**src/sv/ris_pkg.sv**
```systemverilog
// ============================================================================
// ris_pkg
// Shared types, register indexes, mode codes and constants of the report
// interval scheduler.
// ============================================================================
`default_nettype none

package ris_pkg;

  localparam int CntW   = 16;
  localparam int ParamW = 8;
  localparam int SpeedW = 12;
  localparam int ModeW  = 2;
  localparam int CfgAddrW = 3;
  localparam int InDataW  = 24;
  localparam int OutDataW = 8;

  localparam int PRECONNECT_TICKS   = 5;
  localparam int PARAM_PERIOD       = 60;
  localparam int PARAM_SHORT_PERIOD = 20;
  localparam int SPEED_MOTION_TENTHS = 30;

  // Vehicle modes
  localparam logic [ModeW-1:0] MODE_MOTION = 2'd0;
  localparam logic [ModeW-1:0] MODE_HALT   = 2'd1;
  localparam logic [ModeW-1:0] MODE_SLEEP  = 2'd2;

  // Configuration register indexes
  localparam logic [CfgAddrW-1:0] REG_MOTION_IV    = 3'd0;
  localparam logic [CfgAddrW-1:0] REG_HALT_IV      = 3'd1;
  localparam logic [CfgAddrW-1:0] REG_SLEEP_IV     = 3'd2;
  localparam logic [CfgAddrW-1:0] REG_FULL_IV      = 3'd3;
  localparam logic [CfgAddrW-1:0] REG_HEALTH_IV    = 3'd4;
  localparam logic [CfgAddrW-1:0] REG_EMERGENCY_IV = 3'd5;
  localparam logic [CfgAddrW-1:0] REG_HALT_DWELL   = 3'd6;
  localparam logic [CfgAddrW-1:0] REG_SLEEP_DWELL  = 3'd7;

  typedef struct packed {
    logic [CntW-1:0] motion_interval;
    logic [CntW-1:0] halt_interval;
    logic [CntW-1:0] sleep_interval;
    logic [CntW-1:0] full_interval;
    logic [CntW-1:0] health_interval;
    logic [CntW-1:0] emergency_interval;
    logic [CntW-1:0] halt_dwell;
    logic [CntW-1:0] sleep_dwell;
  } cfg_t;

  localparam cfg_t CFG_RESET = '{
    motion_interval:    16'd10,
    halt_interval:      16'd60,
    sleep_interval:     16'd120,
    full_interval:      16'd300,
    health_interval:    16'd60,
    emergency_interval: 16'd5,
    halt_dwell:         16'd60,
    sleep_dwell:        16'd300
  };

  typedef struct packed {
    logic              ignition_on;
    logic [SpeedW-1:0] speed_tenths;
    logic              sos_active;
    logic              tamper_active;
    logic              tilt_active;
    logic              overspeed_active;
    logic              neighbours_known;
  } in_item_t;

  typedef struct packed {
    logic             normal_ready;
    logic             full_ready;
    logic             health_ready;
    logic             critical_ready;
    logic             param_ready;
    logic             connect_request;
    logic [ModeW-1:0] vehicle_mode;
  } out_item_t;

endpackage

`default_nettype wire

```
**src/sv/ris_engine.sv**
```systemverilog
// ============================================================================
// ris_engine
// Report counters, dwell counters and vehicle mode; advances one tick per
// enabled cycle and returns the result item of that tick.
// ============================================================================
`default_nettype none

module ris_engine (
  input  wire logic              clk,
  input  wire logic              rst_n,
  input  wire logic              en,
  input  wire ris_pkg::cfg_t     cfg,
  input  wire ris_pkg::in_item_t item,
  output ris_pkg::out_item_t     result
);
  import ris_pkg::*;

  logic [CntW-1:0]   normal_r, normal_nxt;
  logic [CntW-1:0]   full_r, full_nxt;
  logic [CntW-1:0]   health_r, health_nxt;
  logic [CntW-1:0]   crit_r, crit_nxt;
  logic [ParamW-1:0] param_r, param_nxt;
  logic [ModeW-1:0]  mode_r, mode_nxt;
  logic [CntW-1:0]   stop_r, stop_nxt;
  logic [CntW-1:0]   dwell_r, dwell_nxt;

  logic [CntW-1:0] cur_iv, crit_iv;
  logic            alarm, moving;
  logic [CntW:0]   n_inc, f_inc, h_inc, c_inc;
  logic            n_fire, f_fire, h_fire, c_fire, p_fire;
  logic            near_crit, near_other;
  logic [ParamW-1:0] pthr;

  always_comb begin
    unique case (mode_r)
      MODE_MOTION: cur_iv = cfg.motion_interval;
      MODE_SLEEP:  cur_iv = cfg.sleep_interval;
      default:     cur_iv = cfg.halt_interval;
    endcase
  end

  assign alarm   = item.sos_active | item.tamper_active | item.tilt_active
                 | item.overspeed_active;
  assign crit_iv = (item.sos_active | item.tamper_active) ? cfg.emergency_interval
                                                          : cur_iv;

  // Counts are compared one bit wider so that count + 1 never wraps.
  assign n_inc = {1'b0, normal_r} + (CntW+1)'(1);
  assign f_inc = {1'b0, full_r}   + (CntW+1)'(1);
  assign h_inc = {1'b0, health_r} + (CntW+1)'(1);
  assign c_inc = {1'b0, crit_r}   + (CntW+1)'(1);

  assign n_fire = n_inc >= {1'b0, cur_iv};
  assign f_fire = f_inc >= {1'b0, cfg.full_interval};
  assign h_fire = h_inc >= {1'b0, cfg.health_interval};
  assign c_fire = c_inc >= {1'b0, crit_iv};

  assign near_crit  = ({1'b0, crit_r} + (CntW+1)'(PRECONNECT_TICKS)) >= {1'b0, crit_iv};
  assign near_other =
      (({1'b0, normal_r} + (CntW+1)'(PRECONNECT_TICKS)) >= {1'b0, cur_iv})
    | (({1'b0, full_r}   + (CntW+1)'(PRECONNECT_TICKS)) >= {1'b0, cfg.full_interval})
    | (({1'b0, health_r} + (CntW+1)'(PRECONNECT_TICKS)) >= {1'b0, cfg.health_interval});

  assign normal_nxt = n_fire ? '0 : n_inc[CntW-1:0];
  assign full_nxt   = f_fire ? '0 : f_inc[CntW-1:0];
  assign health_nxt = h_fire ? '0 : h_inc[CntW-1:0];
  assign crit_nxt   = (!alarm || c_fire) ? '0 : c_inc[CntW-1:0];

  assign pthr      = item.neighbours_known ? ParamW'(PARAM_PERIOD)
                                           : ParamW'(PARAM_SHORT_PERIOD);
  assign p_fire    = param_r >= pthr;
  assign param_nxt = p_fire ? '0 : param_r + ParamW'(1);

  assign moving = item.ignition_on && (item.speed_tenths > SpeedW'(SPEED_MOTION_TENTHS));

  // Mode update. A halt entered on this tick counts its first dwell tick at once.
  always_comb begin
    logic [ModeW-1:0] mid_mode;
    logic [CntW-1:0]  stop_inc;
    logic [CntW-1:0]  dwell_base;
    logic [CntW-1:0]  dwell_inc;
    mode_nxt   = mode_r;
    stop_nxt   = stop_r;
    dwell_nxt  = dwell_r;
    mid_mode   = mode_r;
    stop_inc   = stop_r + CntW'(1);
    dwell_base = dwell_r;
    dwell_inc  = '0;
    if (moving) begin
      if (mode_r == MODE_HALT || mode_r == MODE_SLEEP) begin
        mode_nxt = MODE_MOTION;
        stop_nxt = '0;
      end
    end else begin
      if (mode_r == MODE_MOTION) begin
        if (stop_inc >= cfg.halt_dwell) begin
          mid_mode   = MODE_HALT;
          dwell_base = '0;
          stop_nxt   = '0;
        end else begin
          stop_nxt = stop_inc;
        end
      end
      mode_nxt  = mid_mode;
      dwell_nxt = dwell_base;
      if (mid_mode == MODE_HALT) begin
        dwell_inc = dwell_base + CntW'(1);
        if (dwell_inc >= cfg.sleep_dwell) begin
          mode_nxt  = MODE_SLEEP;
          dwell_nxt = '0;
        end else begin
          dwell_nxt = dwell_inc;
        end
      end
    end
  end

  always_ff @(posedge clk) begin
    if (!rst_n) begin
      normal_r <= '0;
      full_r   <= '0;
      health_r <= '0;
      crit_r   <= '0;
      param_r  <= '0;
      mode_r   <= MODE_HALT;
      stop_r   <= '0;
      dwell_r  <= '0;
    end else if (en) begin
      normal_r <= normal_nxt;
      full_r   <= full_nxt;
      health_r <= health_nxt;
      crit_r   <= crit_nxt;
      param_r  <= param_nxt;
      mode_r   <= mode_nxt;
      stop_r   <= stop_nxt;
      dwell_r  <= dwell_nxt;
    end
  end

  assign result.normal_ready    = n_fire;
  assign result.full_ready      = f_fire;
  assign result.health_ready    = h_fire;
  assign result.critical_ready  = alarm && c_fire;
  assign result.param_ready     = p_fire;
  assign result.connect_request = (alarm && near_crit) || near_other;
  assign result.vehicle_mode    = mode_nxt;

endmodule

`default_nettype wire

```
**src/sv/report_interval_scheduler.sv**
```systemverilog
// Path: an accepted item passes through the input register, then the result
//   register, before it is presented at out_tvalid.
// Throughput: one item per cycle while out_tready is high; the tick state
//   updates as an item enters the result register; back-to-back items chain.
// Reset (rst_n low, synchronous): both registers empty, counters zero, mode halt,
//   configuration registers at their defaults.
// ============================================================================
// report_interval_scheduler
// Per-tick report timing for a vehicle tracker: five report counters, a
// motion/halt/sleep mode and a connect request ahead of due reports.
// ============================================================================
`default_nettype none

module report_interval_scheduler (
  input  wire logic                          clk,
  input  wire logic                          rst_n,
  // Configuration write port
  input  wire logic                          cfg_we,
  input  wire logic [ris_pkg::CfgAddrW-1:0]  cfg_addr,
  input  wire logic [ris_pkg::CntW-1:0]      cfg_wdata,
  // Input items, one per tick
  input  wire logic                          in_tvalid,
  output      logic                          in_tready,
  // in_tdata, from bit 0: ignition_on, speed_tenths[11:0], sos_active,
  // tamper_active, tilt_active, overspeed_active, neighbours_known, zero pad
  input  wire logic [ris_pkg::InDataW-1:0]   in_tdata,
  // Result items
  output      logic                          out_tvalid,
  input  wire logic                          out_tready,
  // out_tdata, from bit 0: normal_ready, full_ready, health_ready,
  // critical_ready, param_ready, connect_request, vehicle_mode[1:0]
  output      logic [ris_pkg::OutDataW-1:0]  out_tdata
);
  import ris_pkg::*;

  // Configuration registers. The user must ensure they are only written while the block is idle; not enforced.
  cfg_t cfg_r;

  always_ff @(posedge clk) begin
    if (!rst_n) begin
      cfg_r <= CFG_RESET;
    end else if (cfg_we) begin
      unique case (cfg_addr)
        REG_MOTION_IV:    cfg_r.motion_interval    <= cfg_wdata;
        REG_HALT_IV:      cfg_r.halt_interval      <= cfg_wdata;
        REG_SLEEP_IV:     cfg_r.sleep_interval     <= cfg_wdata;
        REG_FULL_IV:      cfg_r.full_interval      <= cfg_wdata;
        REG_HEALTH_IV:    cfg_r.health_interval    <= cfg_wdata;
        REG_EMERGENCY_IV: cfg_r.emergency_interval <= cfg_wdata;
        REG_HALT_DWELL:   cfg_r.halt_dwell         <= cfg_wdata;
        REG_SLEEP_DWELL:  cfg_r.sleep_dwell        <= cfg_wdata;
        default: ;
      endcase
    end
  end

  // Input register. It holds the next tick until the result register has room.
  logic      in_v_r;
  in_item_t  in_d_r;
  in_item_t  in_unpacked;
  logic      out_v_r;
  out_item_t out_d_r;
  out_item_t result;
  logic      out_free;
  logic      advance;

  assign out_free  = !out_v_r || out_tready;
  assign advance   = in_v_r && out_free;
  assign in_tready = !in_v_r || out_free;

  assign in_unpacked.ignition_on      = in_tdata[0];
  assign in_unpacked.speed_tenths     = in_tdata[12:1];
  assign in_unpacked.sos_active       = in_tdata[13];
  assign in_unpacked.tamper_active    = in_tdata[14];
  assign in_unpacked.tilt_active      = in_tdata[15];
  assign in_unpacked.overspeed_active = in_tdata[16];
  assign in_unpacked.neighbours_known = in_tdata[17];

  always_ff @(posedge clk) begin
    if (!rst_n) begin
      in_v_r <= 1'b0;
    end else if (in_tready) begin
      in_v_r <= in_tvalid;
    end
  end

  always_ff @(posedge clk) begin
    if (in_tvalid && in_tready) begin
      in_d_r <= in_unpacked;
    end
  end

  // The engine commits one tick of state exactly when its result is loaded.
  ris_engine u_engine (
    .clk    (clk),
    .rst_n  (rst_n),
    .en     (advance),
    .cfg    (cfg_r),
    .item   (in_d_r),
    .result (result)
  );

  // Result register.
  always_ff @(posedge clk) begin
    if (!rst_n) begin
      out_v_r <= 1'b0;
    end else if (out_free) begin
      out_v_r <= in_v_r;
    end
  end

  always_ff @(posedge clk) begin
    if (advance) begin
      out_d_r <= result;
    end
  end

  assign out_tvalid = out_v_r;
  assign out_tdata  = {out_d_r.vehicle_mode, out_d_r.connect_request,
                       out_d_r.param_ready, out_d_r.critical_ready,
                       out_d_r.health_ready, out_d_r.full_ready,
                       out_d_r.normal_ready};

endmodule

`default_nettype wire

```
**config.mk**
```make
export PLATFORM = sky130hd
export DESIGN_NAME = report_interval_scheduler
export DESIGN_NICKNAME = d
export VERILOG_FILES = /design/src/sv/ris_pkg.sv /design/src/sv/ris_engine.sv /design/src/sv/report_interval_scheduler.sv
export SDC_FILE = /design/constraint.sdc
export NUM_CORES = 1
export LEC_CHECK = 0
export ABC_AREA = 1
export CAP_MARGIN = 15
export CORE_AREA = 2 2 217 219
export CTS_CLUSTER_DIAMETER = 200
export DETAILED_ROUTE_END_ITERATION = 7
export DIE_AREA = 0 0 219 221
export DONT_BUFFER_PORTS = 1
export SLEW_MARGIN = 20
export SYNTH_ARGS = -nofsm -noshare
export SYNTH_HDL_FRONTEND = slang
export SYNTH_SLANG_ARGS = --single-unit
```
**constraint.sdc**
```tcl
create_clock -name clk -period 7.1 [get_ports clk]
set_input_delay 1.42 -clock clk [delete_from_list [all_inputs] [get_ports clk]]
set_output_delay 1.42 -clock clk [all_outputs]
set_load 0.02 [all_outputs]
```
Word level (Yosys, flattened, before mapping)
Cells that the tools add are included.
{"block": "op_classes", "n_addsub": 11, "n_lt_le_gt_ge": 12, "eq_ne": 11, "mux": 24, "bitwise": 6, "reduce_logical": 26}
{"cell": "16-bit two-way mux", "n": 14}
{"cell": "17-bit by 16-bit >= comparator with 1-bit output", "n": 8}
{"cell": "16-bit by 1-bit adder with 17-bit output (second input constant)", "n": 4}
{"cell": "16-bit by 3-bit adder with 17-bit output (second input constant)", "n": 4}
{"cell": "16-bit by 1-bit adder with 16-bit output (second input constant)", "n": 2}
{"cell": "16-bit >= comparator", "n": 2}
{"cell": "16-bit one-hot mux with 2 select lines", "n": 1}
{"cell": "2-bit AND reduction", "n": 9}
{"cell": "2-bit two-way mux", "n": 7}
{"cell": "3-bit equality test (second input constant)", "n": 4}
{"cell": "12-bit by 5-bit > comparator with 1-bit output (second input constant)", "n": 1}
{"cell": "8-bit by 1-bit adder with 8-bit output (second input constant)", "n": 1}
{"cell": "8-bit >= comparator", "n": 1}
{"cell": "8-bit two-way mux", "n": 1}
{"cell": "3-bit by 2-bit equality test with 1-bit output (second input constant)", "n": 2}
{"cell": "6-bit two-way mux", "n": 1}
{"cell": "1-bit logical AND", "n": 5}
{"cell": "1-bit logical OR", "n": 5}
{"cell": "1-bit OR", "n": 5}
{"cell": "2-bit by 1-bit equality test with 1-bit output (second input constant)", "n": 2}
{"cell": "3-bit by 1-bit equality test with 1-bit output (second input constant)", "n": 1}
{"cell": "1-bit logical NOT", "n": 3}
{"cell": "3-bit logical NOT", "n": 1}
{"cell": "3-bit AND reduction", "n": 1}
{"cell": "5 further kinds", "n": 5}
{"block": "totals", "reg_bits": 262, "output_inout_bits": 10, "elab_cells": 122}

Depth between registers and ports, before layout
{"block": "depth", "depth_word": 10, "ltp_mapped": 38, "ltp_nobuf": 36}

By module
A second synthesis with hierarchy kept.
{"block": "hier_totals", "cells_unflattened": 2481, "hier_area_um2": 17515.5}
{"mod": "ris_engine", "n_inst": 1, "cells_each": 1742, "area_per_inst_um2": 11624.9}
{"mod": "report_interval_scheduler", "n_inst": 1, "cells_each": 739, "area_per_inst_um2": 5890.6}

Worst setup path after synthesis
No wires, ideal clock.
{"block": "synth_timing", "kind": "register -> register", "from": "register u_engine.stop_r[0]", "to": "register u_engine.dwell_r[7]", "arrival_ps": 5057, "slack_ps": 1973, "stages_incl_launch_ff": 37, "path_buffers": 3, "cell_sequence": "dfxtp_1 ha_1 nand3_1 nor3_1 nand3_1 nor3_1 nand3_1 nor2_1 xor2_1 ha_1 nand2_1 o21ai_0 a21oi_1 nand2_1 nand2_1 buf_2 buf_2 nand2_1 inv_1 ha_1 nand4_1 nor2_2 nand4_1 and2_1 ha_1 nand2_1 inv_1 nand3_1 inv_1 a21oi_1 nand3_1 inv_1 nand2_1 inv_1 buf_2 nand3_1 a21oi_1"}
{"block": "synth_between", "elab_chain_cells": 9}
{"item": "from (decl)", "line_no": "ris_engine.sv:24", "rtl": "logic [CntW-1:0] stop_r, stop_nxt;"}
{"item": "from (signal assigned)", "line_no": "ris_engine.sv:135", "rtl": "stop_r <= stop_nxt;"}
{"item": "16-bit by 1-bit adder with 16-bit output *", "line_no": "ris_engine.sv:86", "rtl": "stop_inc = stop_r + CntW'(1);"}
{"item": "16-bit >= comparator *", "line_no": "ris_engine.sv:96", "rtl": "if (stop_inc >= cfg.halt_dwell) begin"}
{"item": "16-bit two-way mux", "line_no": "ris_engine.sv:96"}
{"item": "16-bit two-way mux", "line_no": "ris_engine.sv:95", "rtl": "if (mode_r == MODE_MOTION) begin"}
{"item": "16-bit two-way mux", "line_no": "ris_engine.sv:89", "rtl": "if (moving) begin"}
{"item": "16-bit by 1-bit adder with 16-bit output", "line_no": "ris_engine.sv:107", "rtl": "dwell_inc = dwell_base + CntW'(1);"}
{"item": "16-bit >= comparator", "line_no": "ris_engine.sv:108", "rtl": "if (dwell_inc >= cfg.sleep_dwell) begin"}
{"item": "16-bit two-way mux", "line_no": "ris_engine.sv:108"}
{"item": "16-bit two-way mux *", "line_no": "ris_engine.sv:106", "rtl": "if (mid_mode == MODE_HALT) begin"}
{"item": "to (signal assigned)", "line_no": "ris_engine.sv:136", "rtl": "dwell_r <= dwell_nxt;"}
{"item": "to (decl)", "line_no": "ris_engine.sv:25", "rtl": "logic [CntW-1:0] dwell_r, dwell_nxt;"}
Every way passes the cells marked *; elsewhere a longest branch is shown, timed or not. The select of a mux whose other input is x is not followed.
A chain may end at the register's enable or synchronous reset.

Worst setup path after layout
{"block": "layout_timing", "from": "register u_engine.stop_r[0]", "to": "register u_engine.dwell_r[1]"}
The elaborated chain is that of the path after synthesis.

==> summary.txt <==
Placed design
  – Placer Congestion: 0.8765
  – Place WS: 1155 ps
  – PortBufs: 0
  – Hpwl dp: 33680 um

Yosys
  – Mapped Avg Cell Area: 7.187 sq um
  – Top-count cell post-synth: nand2_1
  – Post-synthesis sequential area ratio: 31.85%
  – Top post-synthesis cells by area: dfxtp_1, ha_1, nand2_1
  – EDFF count, synth: 26
  – Synth unique cells: 50
  – Share of the synthesized area in the top cell type: 27.33%
  – Syn nets: 2618
  – FF+latch count, synth: around 260
  – Largest area contributor in the netlist: dfxtp_1
  – Top post-synthesis cells by count: nand2_1, inv_1, nor2_1
  – Synth warn: 0
  – Primary FF master, synth: dfxtp_1
  – Synthesized netlist cell count: about 2400
  – Synth async-reset ratio: 0%
  – Synth Cell Area: 17280 sq um

Global route
  – Met2 GRT Util: 30.66%
  – First-pass GRT wire length: roughly 76000 um
  – Vias in the first global route: 14660
  – Overflow after GRT: 0
  – Largest net degree at the start of global routing: 146
  – Total GRT Usage: 19.15%
  – Met3 Use GR: 3.560%
  – GRT busiest layer: met2
  – Met1 usage: 26.69%
  – Initial antenna violation count: 1

Timing
  – Worst Max-Slew Pin Slew: 1118 ps
  – Final WS setup: 1062 ps
  – Period Utilization, post-route: 85.04%
  – Setup tns final: 0 ps
  – Final hold vios: 0
  – Max Transition Viols Final: 0
  – FMAX: 0.1656 GHz
  – Hold_ws: 444.7 ps
  – RSZ-0062 raised after global routing: no
  – Final worst path period need: 6038 ps
  – Clock Skew: 9.747 ps
  – Final setup vio count: 0
  – Headroom to the max-slew limit: 25.18%

Drt
  – Drt total wl: 46880 um
  – Vias: 15570
  – Pre-Repair DR Iteration Count: 6
  – DRC: 0
  – DRT antenna net count: 0
  – Routed WL per cell: 15.75 um
  – Vias per inst: 5.229
  – First-iteration detailed-routing DRC count: 1251

Clock network
  – CTS tree: built
  – Post-CTS Setup Repair Bufs: 0
  – TritonCTS sink count: 262
  – Root Buffer: clkbuf_16
  – H-tree depth: 1
  – Clk pin slew, worst setup/hold paths: 60 ps
  – Total CTS buffers: 30
  – CTS resizes: 0
  – Clock latency on the worst-skew pair: 570 ps
  – # hold bufs at CTS: 0
  – Clk buf depth: 3

Floorplan
  – Core area: about 46000 sq um
  – IO Pins: 58
  – Die X: 219 um
  – Row count: 79
  – Starting density of the core: 37.52%
  – Die height: 221 um
  – Die area: about 48000 sq um

Critical path
  – R2R depth: 33
  – CP max FO: 29
  – Startpoint Class: flip-flop
  – Worst path max stage delay: roughly 450 ps
  – CP max stage cell: inv_1
  – Critical Path RT: between 7000 and 8000 ps
  – Arr. time, crit path: approximately 6600 ps
  – Element type at the critical path end: flip-flop
  – Class of the most critical setup path: reg -> reg
  – CP dominant cell by count: nand2_1

Hold path
  – Min-Delay Path Class: reg -> reg
  – WHS Path Cells: 2

Pwr
  – Pleak: 0.008433 uW
  – Pwr Density: 189.7 nW/um^2
  – Tot Pwr: 3543 uW
  – Maximum VDD drop: roughly 180 uV

Finish
  – Final #Nets: 2559
  – Share of cells above drive strength 1: between 5 and 6%
  – Area Growth Syn to Fin: 8.064%
  – FILL cells: approximately 4800
  – Diodes inserted: 0

Run status
  – Status: complete, no violations

Job
  – # Max-Cap Violations: 0
[sequential cells by signal, indices dropped and copies added (netlist names)]
register,count
cfg_r,128
in_d_r,18
in_v_r,1
out_tdata,8
out_tvalid,1
u_engine.crit_r,16
u_engine.dwell_r,16
u_engine.full_r,16
u_engine.health_r,16
u_engine.mode_r,2
u_engine.normal_r,16
u_engine.param_r,8
u_engine.stop_r,16
[final timing paths]
path | slack, ps | endpoint | startpoint
worst max register to register | 1060 | u_engine.dwell_r[1] | u_engine.stop_r[0]
worst max-delay path | 1060 | u_engine.dwell_r[1] | u_engine.stop_r[0]
worst min register to register | 440 | u_engine.param_r[7] | u_engine.param_r[7]
worst min-delay path | 440 | u_engine.param_r[7] | u_engine.param_r[7]
[layout by cell type (no fill, tap or decap), types with 3 or more instances in the layout]
cell	n
a211oi_4	3
nor4_1	13
nand2_4	5
inv_2	6
o211ai_1	18
nor3_1	39
clkbuf_16	31
a22o_1	15
or2_2	4
clkbuf_8	5
o21ai_1	5
buf_4	8
nor2_4	7
clkinv_2	5
inv_1	290
bufinv_16	4
nor2_1	286
ha_1	165
nand3_2	12
o21ai_0	193
nand2_2	8
a22oi_1	11
nand3_1	94
nand2_1	383
dfxtp_1	236
and2_1	8
nand4_1	98
edfxtp_1	26
a211oi_1	7
xnor2_1	19
nor2_2	10
xor2_1	99
a31oi_1	6
clkbuf_1	8
a21oi_1	223
[layout make-up]
class	count	area (sq um)	area share (%)
Clock buffer	44	874.6	4.682
Clock inverter	12	176.4	0.9445
Inverter	298	1126	6.029
Multi-Input combinational cell	1746	10180	54.48
Sequential cell	262	5505	29.47
Tap cell	607	759.5	4.066
Timing Repair Buffer	8	60.06	0.3215
[stage by stage]
stage | cell area, sq um | util [%] | instances
2_1_floorplan | 17280 | - | 2405
3_3_place_gp | 17620 | 38.25 | 2921
3_5_place_dp | 17620 | 38.25 | 2921
4_1_cts | 18670 | 40.53 | 2977
5_1_grt | 18680 | 40.55 | 2977
6_report | 18680 | 40.55 | 2977
[metal layers]
layer  wire length, um  share of wire [%]
met1             22320                 48
met2             20810                 44
met3              2740                5.8
met4               994                2.1
met5                13              0.028
[worst max-delay path: cells and delay by family (launching register included)]
family	cells	cell delay (ps)
AOI/OAI and AO/OA	6	730
adders and majority gates	3	770
DFF	1	400
buffers and inverters	4	880
and+or+nand+nor	19	2970
xor gates and xnor gates	1	220
[where the power goes]
group | switching [uW] | internal (uW) | total, uW
sequential | 26.3 | 1540 | 1570
clock | 652 | 998 | 1650
combinational | 224 | 103 | 328
[cell families (layout without fill, tap and decap cells)]
group           after synthesis  in the layout  synth area share [%]
simple gates                976            976                 25.47
compound gates              486            486                 15.32
buf+inv                     397            362                 9.375
flops                       262            262                 31.85
fa+ha+maj                   165            165                 11.94
xor+xnor                    118            118                 5.979
mux                           1              1               0.06515
No activity file was read; power rests on OpenSTA's default activity.
